## config.mk

```make
export PLATFORM = sky130hd
export DESIGN_NAME = mvt_ctrl
export DESIGN_NICKNAME = d
export VERILOG_FILES = /design/src/mvt_pkg.sv /design/src/mvt_ctrl.sv
export SDC_FILE = /design/constraint.sdc
export NUM_CORES = 1
export LEC_CHECK = 0
export BUFFER_PORTS_ARGS = -buffer_cell sky130_fd_sc_hd__clkbuf_2
export CAP_MARGIN = 10
export CORE_AREA = 10 10 47 49
export CTS_CLUSTER_DIAMETER = 60
export DETAILED_ROUTE_END_ITERATION = 8
export DIE_AREA = 0 0 57 59
export HOLD_SLACK_MARGIN = 0.03
export SLEW_MARGIN = 20
export SYNTH_ARGS = -nofsm -noshare
export SYNTH_HDL_FRONTEND = slang
export SYNTH_SLANG_ARGS = --single-unit
```

## constraint.sdc

```tcl
create_clock -name i_clk -period 3 [get_ports i_clk]
set_clock_uncertainty 0.05 [all_clocks]
set_input_delay 0.3 -clock i_clk [delete_from_list [all_inputs] [get_ports i_clk]]
set_output_delay 0.3 -clock i_clk [all_outputs]
set_load 0.01 [all_outputs]
```

## src/mvt_pkg.sv

```systemverilog
// Shared types and constants for the mobility visitor table.
package mvt_pkg;

    localparam int TABLE_ENTRIES = 16;
    localparam int IDX_W = $clog2(TABLE_ENTRIES);
    localparam int CNT_W = IDX_W + 1;

    localparam logic [15:0] REG_PORT  = 16'd434;
    localparam logic [7:0]  PROTO_UDP = 8'd17;
    localparam logic [7:0]  MT_REQ    = 8'd1;
    localparam logic [7:0]  CODE_OK   = 8'd1;

    typedef enum logic [1:0] {
        CMD_TICK  = 2'd0,
        CMD_REQ   = 2'd1,
        CMD_REPLY = 2'd2,
        CMD_DETUN = 2'd3
    } t_cmd;

    typedef enum logic [1:0] {
        ACT_PASS    = 2'd0,
        ACT_REWRITE = 2'd1,
        ACT_FWD     = 2'd2,
        ACT_DROP    = 2'd3
    } t_act;

    typedef enum logic [2:0] {
        ST_IDLE,
        ST_TICK,
        ST_MATCH,
        ST_SEL,
        ST_DECIDE,
        ST_RENUM,
        ST_APPEND,
        ST_EMIT
    } t_state;

    typedef struct packed {
        logic load_in;
        logic match;
        logic select;
        logic tick_upd;
        logic remove_sel;
        logic activate;
        logic renum;
        logic append;
        logic res_pass;
        logic res_drop;
        logic res_fwd;
        logic res_reply;
        logic emit;
    } t_ctl;

    typedef struct packed {
        t_cmd cmd;
        logic is_reg;
        logic mtype_req;
        logic code_ok;
        logic found;
        logic sel_active;
        logic out_free;
    } t_sts;

endpackage

```

## src/mvt_ctrl.sv

```systemverilog
// Sequencer for the visitor table: steps each beat through lookup and update.
module mvt_ctrl (
    input  logic          i_clk,
    input  logic          i_rst_n,
    input  logic          i_in_valid,
    output logic          o_in_ready,
    input  mvt_pkg::t_sts i_sts,
    output mvt_pkg::t_ctl o_ctl
);
    import mvt_pkg::*;

    t_state r_state, n_state;

    always_ff @(posedge i_clk) begin
        if (!i_rst_n) begin
            r_state <= ST_IDLE;
        end else begin
            r_state <= n_state;
        end
    end

    always_comb begin
        n_state = r_state;
        unique case (r_state)
            ST_IDLE: begin
                if (i_in_valid) begin
                    n_state = (i_sts.cmd == CMD_TICK) ? ST_TICK : ST_MATCH;
                end
            end
            ST_TICK:   n_state = ST_RENUM;
            ST_MATCH:  n_state = ST_SEL;
            ST_SEL:    n_state = ST_DECIDE;
            ST_DECIDE: begin
                if (i_sts.cmd == CMD_REQ && i_sts.is_reg && i_sts.mtype_req) begin
                    n_state = ST_RENUM;
                end else if (i_sts.cmd == CMD_REPLY && i_sts.is_reg && i_sts.found &&
                             !i_sts.code_ok) begin
                    n_state = ST_RENUM;
                end else begin
                    n_state = ST_EMIT;
                end
            end
            ST_RENUM: begin
                if (i_sts.cmd == CMD_TICK) begin
                    n_state = ST_IDLE;
                end else if (i_sts.cmd == CMD_REQ) begin
                    n_state = ST_APPEND;
                end else begin
                    n_state = ST_EMIT;
                end
            end
            ST_APPEND: n_state = ST_EMIT;
            ST_EMIT: begin
                if (i_sts.out_free) begin
                    n_state = ST_IDLE;
                end
            end
            default:   n_state = ST_IDLE;
        endcase
    end

    always_comb begin
        o_ctl      = '0;
        o_in_ready = 1'b0;
        unique case (r_state)
            ST_IDLE: begin
                o_in_ready  = 1'b1;
                o_ctl.load_in = i_in_valid;
            end
            ST_TICK:  o_ctl.tick_upd = 1'b1;
            ST_MATCH: o_ctl.match = 1'b1;
            ST_SEL:   o_ctl.select = 1'b1;
            ST_DECIDE: begin
                unique case (i_sts.cmd)
                    CMD_DETUN: begin
                        if (i_sts.found && i_sts.sel_active) begin
                            o_ctl.res_fwd = 1'b1;
                        end else begin
                            o_ctl.res_drop = 1'b1;
                        end
                    end
                    CMD_REQ: begin
                        if (!i_sts.is_reg) begin
                            o_ctl.res_pass = 1'b1;
                        end else if (!i_sts.mtype_req) begin
                            o_ctl.res_drop = 1'b1;
                        end else begin
                            o_ctl.res_pass   = 1'b1;
                            o_ctl.remove_sel = i_sts.found;
                        end
                    end
                    CMD_REPLY: begin
                        if (!i_sts.is_reg) begin
                            o_ctl.res_pass = 1'b1;
                        end else if (!i_sts.found) begin
                            o_ctl.res_drop = 1'b1;
                        end else begin
                            o_ctl.res_reply  = 1'b1;
                            o_ctl.activate   = i_sts.code_ok;
                            o_ctl.remove_sel = !i_sts.code_ok;
                        end
                    end
                    default: o_ctl.res_drop = 1'b1;
                endcase
            end
            ST_RENUM:  o_ctl.renum = 1'b1;
            ST_APPEND: o_ctl.append = 1'b1;
            ST_EMIT:   o_ctl.emit = i_sts.out_free;
            default:   o_ctl = '0;
        endcase
    end

endmodule

```

==> results of run 1 <==
where the power goes:
part	total, uW	internal (uW)	switching, uW
clock network	68.9	49.7	19.2
registers	75.2	49.7	25.5
logic	119	55.7	63.5
layer usage:
metal | routed length, um | vias up | track usage | part of all wire
met5 | 0 | - | 0 | 0
met4 | 0 | 0 | 0.0101 | 0
met3 | 78 | 0 | 0.0300 | 0.068
met2 | 576 | 13 | 0.118 | 0.50
met1 | 491 | 210 | 0.0792 | 0.43
li1 | - | 264 | - | -
through the flow:
stage	utilization	hold slack [ns]	setup WS, ns	cell area (um2)	std cells
after global routing	0.421	0.277	0.974	589	102
after detailed placement	0.402	0.508	1.32	563	98
after global placement	0.402	0.504	1.30	563	98
final	0.421	0.268	1.09	589	102
after CTS	0.421	0.259	1.08	589	102
after floorplan	-	0.388	1.56	449	61
Yosys cell counts (all sizes together), types with 2 or more instances:
library cell	instances
nand3	3
nor2	4
buf	3
a21boi	2
nor3	4
o21ai	4
and3	5
ha	5
nand2	6
a221oi	2
dfxtp	3
and2	2
o22ai	2
inv	7
worst paths after layout:
| kind | from | to | cells past startpoint |
|---|---|---|---|
| worst max-delay path | r_state[2]$_SDFFE_PN0P_ | o_ctl[7] | 4 |
| worst min-delay path | i_rst_n | r_state[2]$_SDFFE_PN0P_ | 3 |
| worst max register to register | r_state[2]$_SDFFE_PN0P_ | r_state[1]$_SDFFE_PN0P_ | 3 |
| worst min register to register | r_state[2]$_SDFFE_PN0P_ | r_state[2]$_SDFFE_PN0P_ | 1 |
cell usage in the layout (no fill, tap or decap), drive strengths merged, types with 2 or more instances in the layout:
master	instances
clkbuf	28
inv	7
nand2	6
and3	5
ha	5
nor2	4
o21ai	4
nor3	4
nand3	3
dfxtp	3
and2	2
o22ai	2
a21boi	2
a221oi	2
logic make-up (layout without fill, tap and decap cells):
kind of cell,count (synthesis),in the layout,share of synthesized area
buffers and inverters,10,35,0.117
AND/OR/NAND/NOR,30,30,0.396
AO/OA/AOI/OAI,12,12,0.192
flip-flops,3,3,0.134
adder cells (fa/ha/maj),5,5,0.139
multiplexers,1,1,0.0223
layout make-up:
cell class	instances	area [um2]
clock buffers	4	26.3
fillers	162	812
inverters	7	26.3
multi-input cells	48	337
flip-flops and latches	3	60.1
well taps	16	20.0
repair buffers	24	120
worst register-to-register path, stage by stage (launching register included):
cell and delay, ns:
dfxtp_1 0.51, nor3b_4 0.32, nand3_1 0.14, a221oi_2 0.24
==> impl_metrics.env, run 1 <==
export IMPL_status="finished, final reports clean"
export IMPL_synth_ff_type="dfxtp_1"
export IMPL_path_cells="nor3b_4 -> and3_1 -> and3_1 -> clkbuf_2"
export IMPL_ctsHtreeMaxLevel=1
export IMPL_synth_edf_count=0
export IMPL_place_hpwl_um=1010
export IMPL_syn_nets=77
export IMPL_vdd_drop_max_v=0.000322
export IMPL_critPathTopFamily="simple AND/OR/NAND/NOR gates"
export IMPL_synth_cell_types=27
export IMPL_rsz0062_at_grt="false"
export IMPL_grt_usage=0.0690
export IMPL_dieArea_um2=3360
export IMPL_drc=0
export IMPL_seq_area_frac_synth=0.134
export IMPL_clkTransAtPathRegs_ns=0.04
export IMPL_grt_overflow=0
export IMPL_nNetsFinal=103
export IMPL_synthTopCellsByArea="ha_1, dfxtp_1, and3_1, inv_1, nand2_1"
export IMPL_largest_register_ffs=3
export IMPL_dr_pass1_iters=4
export IMPL_cts_buffer_depth=2
export IMPL_rows=14
export IMPL_core_um2=1400
export IMPL_synthArstFlopShare=0
export IMPL_cts_hold_buf=0
export IMPL_synth_cells=61
export IMPL_cts_root_buf="clkbuf_4"
export IMPL_die_y_um=59
export IMPL_avgSynthCellArea_um2=7.36
export IMPL_pwr_density_cell_nw_per_um2=447
export IMPL_final_setup_viol_count=0
export IMPL_area_growth_pct=31.2
export IMPL_p_leak_uw=0.000317
export IMPL_grt_pass1_wl_um=2000
export IMPL_vias=487
export IMPL_routed_wl_um=1150
export IMPL_period_share=0.635
export IMPL_slowest_stage="dfxtp_1"
export IMPL_portBuffers=24
export IMPL_min_period_ns=1.91
export IMPL_drt_iter0_markers=6
export IMPL_cp_start_kind="flip-flop"
export IMPL_grt_max_degree=13
export IMPL_crit_path_max_incr_delay_ns=0.51
export IMPL_reg_top3="r_state x3"
export IMPL_finalHoldViolations=0
export IMPL_wl_per_cell_um=11.2
export IMPL_gp_congestion=0.751
export IMPL_max_slew_margin=0.771
export IMPL_layout_drive_gt1_share=0.360
export IMPL_crit_required_ns=2.65
export IMPL_cts_tree="built"
export IMPL_ant_nets=0
export IMPL_antenna_found_initial=0
export IMPL_ys_warnings_count=0
export IMPL_cts_sinks=3
export IMPL_endpoint_kind="output port"
export IMPL_path_common_cell="and3_1"
export IMPL_top_register="r_state"
export IMPL_pin_count=25
export IMPL_critPathBufInv=1
export IMPL_synth_top_area_frac=0.139
export IMPL_die_w_um=57
export IMPL_slew_viol_final=0
export IMPL_hp_class="input pin to flip-flop"
export IMPL_tightestPinTransition_ns=0.344
export IMPL_reg2reg_slack_ns=1.64
export IMPL_power_total_uw=263
export IMPL_ys_seq_elements=3
export IMPL_antenna_cells=0
export IMPL_cp_arrival_ns=1.56
export IMPL_grt_pass1_vias=477
export IMPL_initial_core_util=0.321
export IMPL_vias_per_cell=4.77
export IMPL_drv_cap=0
export IMPL_crit_type="flip-flop to output port"
export IMPL_postCtsSetupBuffers=0
export IMPL_fmax_mhz=525
export IMPL_clkLatencyLatePin_ns=0.23
export IMPL_cts_buffers=3
export IMPL_setup_tns_ns=0
export IMPL_cts_resized=0
export IMPL_cp_max_fo=12
export IMPL_syn_area_um2=449
export IMPL_yosysTopAreaCell="ha_1"
Power figures use the tool's default switching activity.
==> inputs of run 2 (changes only) <==
- clock period: 3 -> 1.8 ns (I/O delays scaled with it)
==> impl_metrics.env, run 2 (synthesized netlist as in run 1, its figures left out) <==
export IMPL_cp_max_fo=9
export IMPL_antenna_found_initial=0
export IMPL_dieArea_um2=3360
export IMPL_grt_pass1_vias=503
export IMPL_p_leak_uw=0.000322
export IMPL_final_common_cell="clkbuf_2"
export IMPL_rsz0062_at_grt="false"
export IMPL_hp_class="input pin to flip-flop"
export IMPL_wl_per_cell_um=11.7
export IMPL_critPathBufInv=1
export IMPL_ctsHtreeMaxLevel=1
export IMPL_cts_resized=0
export IMPL_cts_root_buf="clkbuf_4"
export IMPL_min_period_ns=1.63
export IMPL_drv_cap=0
export IMPL_cts_sinks=3
export IMPL_max_slew_margin=0.757
export IMPL_path_common_cell="and3_1"
export IMPL_final_setup_viol_count=0
export IMPL_vias_per_cell=4.98
export IMPL_layout_drive_gt1_share=0.368
export IMPL_routed_wl_um=1210
export IMPL_antenna_cells=0
export IMPL_drt_iter0_markers=8
export IMPL_clkTransAtPathRegs_ns=0.03
export IMPL_ant_nets=0
export IMPL_cts_buffer_depth=2
export IMPL_crit_required_ns=1.57
export IMPL_fin_util=0.426
export IMPL_cp_arrival_ns=1.40
export IMPL_crit_path_end="o_ctl[8]"
export IMPL_reg2reg_slack_ns=0.54
export IMPL_crit_type="flip-flop to output port"
export IMPL_cts_hold_buf=0
export IMPL_pwr_density_cell_nw_per_um2=749
export IMPL_cts_tree="built"
export IMPL_grt_max_degree=12
export IMPL_status="finished, final reports clean"
export IMPL_vdd_drop_max_v=0.000344
export IMPL_grt_pass1_wl_um=2060
export IMPL_tightestPinTransition_ns=0.364
export IMPL_placed_cell_area_um2=571
export IMPL_design_area_um2=597
export IMPL_crit_path_max_incr_delay_ns=0.40
export IMPL_critPathTopFamily="simple AND/OR/NAND/NOR gates"
export IMPL_hold_path_startpoint="i_rst_n"
export IMPL_nNetsFinal=104
export IMPL_die_y_um=59
export IMPL_drc=0
export IMPL_gp_congestion=0.727
export IMPL_rows=14
export IMPL_dr_pass1_iters=4
export IMPL_r2r_start="r_state[1]$_SDFFE_PN0P_"
export IMPL_portBuffers=24
export IMPL_pin_count=25
export IMPL_cp_start_kind="flip-flop"
export IMPL_cp_depth=4
export IMPL_postCtsSetupBuffers=0
export IMPL_initial_core_util=0.321
export IMPL_area_growth_pct=32.9
export IMPL_r2r_cells=3
export IMPL_finalHoldViolations=0
export IMPL_layout_common_cells="clkbuf_2, inv_1, nand2_1"
export IMPL_reg2reg_to="r_state[1]$_SDFFE_PN0P_"
export IMPL_top_register="r_state"
export IMPL_grt_overflow=0
export IMPL_core_um2=1400
export IMPL_place_hpwl_um=1060
export IMPL_fmax_mhz=613
export IMPL_slowest_stage="dfxtp_1"
export IMPL_cts_buffers=3
export IMPL_vias=513
export IMPL_largest_register_ffs=3
export IMPL_critPathLaunch="r_state[0]$_SDFFE_PN0P_"
export IMPL_slew_viol_final=0
export IMPL_period_share=0.906
export IMPL_setup_tns_ns=0
export IMPL_endpoint_kind="output port"
export IMPL_reg_top3="r_state x3"
export IMPL_clkLatencyLatePin_ns=0.23
export IMPL_grt_usage=0.0729
export IMPL_path_cells="nor3b_4 -> and3_1 -> and3_1 -> clkbuf_2"
export IMPL_die_w_um=57
## run 2: layer usage
metal	routed length, um	vias up	track usage
met5	0	-	0
met4	0	0	0.0302
met3	28	0	0.0215
met2	647	12	0.130
met1	534	234	0.0781
li1	-	267	-
## run 2: area by class of cell
| cell class | count | area [um2] |
|---|---|---|
| inverter | 7 | 26.3 |
| multi-input combinational | 48 | 337 |
| timing repair buffer | 25 | 128 |
| tap | 16 | 20.0 |
| sequential | 3 | 60.1 |
| fill | 157 | 805 |
| clock buffer | 4 | 26.3 |
## run 2: stage by stage
stage               hold slack, ns  cells  worst slack [ns]  total power, uW
CTS                          0.138    103             0.155              458
floorplan                    0.268     61             0.551              278
detailed placement           0.383     99             0.317              337
global placement             0.390     99             0.356              335
global route                 0.163    103            0.0714              497
finish                       0.149    103             0.170              447
## run 2: worst min-delay path: stages
cell	delay, ns
clkbuf_2	0.09
o21ai_0	0.06
a31oi_1	0.04
## run 2: report_power, final
group / switching (uW) / leakage, uW / total [uW] / internal [uW]
Combinational: 117 / 0.000282 / 216 / 98.3
Sequential: 34.6 / 0.0000250 / 117 / 82.8
Clock: 31.2 / 0.0000150 / 114 / 82.8
Total: 183 / 0.000322 / 447 / 264
## run 2: how the worst min path moves through the flow
stage / slack [ns] / end / cells past startpoint
floorplan: 0.27 / r_state[2]$_SDFFE_PN0P_ / 2
global placement: 0.39 / r_state[2]$_SDFFE_PN0P_ / 3
detailed placement: 0.38 / r_state[2]$_SDFFE_PN0P_ / 3
CTS: 0.14 / r_state[2]$_SDFFE_PN0P_ / 3
global route: 0.16 / r_state[1]$_SDFFE_PN0P_ / 3
finish: 0.15 / r_state[2]$_SDFFE_PN0P_ / 3
==> inputs of run 3 (changes only) <==
- RECOVER_POWER: not set -> 100
==> impl_metrics.env, run 3 (synthesized netlist as in run 1, its figures left out) <==
export IMPL_power_switching_uw=177
export IMPL_placed_cell_area_um2=571
export IMPL_core_um2=1400
export IMPL_hp_class="input pin to flip-flop"
export IMPL_p_clk_frac=0.264
export IMPL_vias=517
export IMPL_crit_required_ns=1.57
export IMPL_min_period_ns=1.65
export IMPL_crit_type="flip-flop to output port"
export IMPL_tightestPinTransition_ns=0.399
export IMPL_fmax_mhz=605
export IMPL_fin_ws_ns=0.148
export IMPL_drv_cap=0
export IMPL_slew_viol_final=0
export IMPL_portBuffers=24
export IMPL_internal_power_uw=254
export IMPL_antenna_cells=0
export IMPL_design_area_um2=572
export IMPL_max_slew_margin=0.732
export IMPL_pwr_density_cell_nw_per_um2=754
export IMPL_final_common_cell="clkbuf_2"
export IMPL_area_growth_pct=27.3
export IMPL_final_setup_viol_count=0
export IMPL_routed_wl_um=1230
export IMPL_grt_overflow=0
export IMPL_period_share=0.918
export IMPL_cts_buffer_depth=2
export IMPL_rows=14
export IMPL_path_cells="nor3b_4 -> and3_1 -> and3_1 -> clkbuf_1"
export IMPL_postCtsSetupBuffers=0
export IMPL_gp_congestion=0.727
export IMPL_ctsHtreeMaxLevel=1
export IMPL_vias_per_cell=5.02
export IMPL_cts_hold_buf=0
export IMPL_antenna_found_initial=0
export IMPL_pin_count=25
export IMPL_cts_resized=0
export IMPL_nNetsFinal=104
export IMPL_grt_usage=0.0729
export IMPL_layout_common_cells="clkbuf_2, clkbuf_1, inv_1"
export IMPL_dr_pass1_iters=4
export IMPL_hold_worst_slack_ns=0.148
export IMPL_cp_arrival_ns=1.42
export IMPL_status="finished, final reports clean"
export IMPL_p_sw_frac=0.412
export IMPL_critPathTopFamily="simple AND/OR/NAND/NOR gates"
export IMPL_p_leak_uw=0.000281
export IMPL_cp_max_fo=9
export IMPL_top_register="r_state"
export IMPL_crit_path_max_incr_delay_ns=0.39
export IMPL_wl_per_cell_um=12.0
export IMPL_vdd_drop_max_v=0.000336
export IMPL_grt_pass1_vias=503
export IMPL_grt_max_degree=12
export IMPL_p_comb_frac=0.467
export IMPL_rsz0062_at_grt="false"
export IMPL_die_w_um=57
export IMPL_setup_tns_ns=0
export IMPL_cts_sinks=3
export IMPL_reg_top3="r_state x3"
export IMPL_cts_tree="built"
export IMPL_clkTransAtPathRegs_ns=0.03
export IMPL_path_common_cell="and3_1"
export IMPL_finalHoldViolations=0
export IMPL_clkLatencyLatePin_ns=0.23
export IMPL_cp_start_kind="flip-flop"
export IMPL_dp_slack_ns=0.317
export IMPL_die_y_um=59
export IMPL_drc=0
export IMPL_critPathBufInv=1
export IMPL_drt_iter0_markers=9
export IMPL_place_hpwl_um=1060
export IMPL_largest_register_ffs=3
export IMPL_fin_util=0.408
export IMPL_grt_pass1_wl_um=2060
export IMPL_cts_buffers=3
export IMPL_power_frac_seq=0.268
export IMPL_ant_nets=0
export IMPL_dieArea_um2=3360
export IMPL_layout_drive_gt1_share=0.218
export IMPL_slowest_stage="dfxtp_1"
export IMPL_fill_cells=166
export IMPL_cts_root_buf="clkbuf_4"
export IMPL_endpoint_kind="output port"
export IMPL_initial_core_util=0.321
## run 3: final cells by class
type,count,area (um2),area share
well taps,16,20.0,0.0350
repair buffers,25,114,0.199
inverters,7,26.3,0.0460
multi-input cells,48,325,0.569
flip-flops and latches,3,60.1,0.105
clock buffers,4,26.3,0.0460
## run 3: power by group through the flow
| stage | logic (uW) | registers (uW) | clock network, uW |
|---|---|---|---|
| 2_1_floorplan | 189 | 89.1 | 0 |
| 3_3_place_gp | 218 | 117 | 0 |
| 3_5_place_dp | 219 | 118 | 0 |
| 4_1_cts | 220 | 117 | 121 |
| 5_1_grt | 232 | 119 | 130 |
| 6_report | 201 | 116 | 114 |
## run 3: worst min-delay path: stages
cell and delay (ns):
clkbuf_2 0.09, o21ai_0 0.06, a31oi_1 0.04
## run 3: stage by stage
step	cells	total power [uW]
final	103	431
after global routing	103	482
after CTS	103	458
after detailed placement	99	337
after global placement	99	335
after floorplan	61	278
## run 3: per-layer routing
| layer | global-route usage | routed length, um | part of all wire | vias up |
|---|---|---|---|---|
| li1 | - | - | - | 266 |
| met1 | 0.0781 | 544 | 0.44 | 239 |
| met2 | 0.130 | 656 | 0.53 | 12 |
| met3 | 0.0215 | 32 | 0.026 | 0 |
| met4 | 0.0302 | 0 | 0 | 0 |
| met5 | 0 | 0 | 0 | - |
## run 3: worst paths after layout
path | endpoint | startpoint | slack, ns | depth (start not counted)
max | o_ctl[8] | r_state[0]$_SDFFE_PN0P_ | 0.15 | 4
min | r_state[2]$_SDFFE_PN0P_ | i_rst_n | 0.15 | 3
max reg2reg | r_state[1]$_SDFFE_PN0P_ | r_state[1]$_SDFFE_PN0P_ | 0.51 | 3
min reg2reg | r_state[2]$_SDFFE_PN0P_ | r_state[2]$_SDFFE_PN0P_ | 0.57 | 2
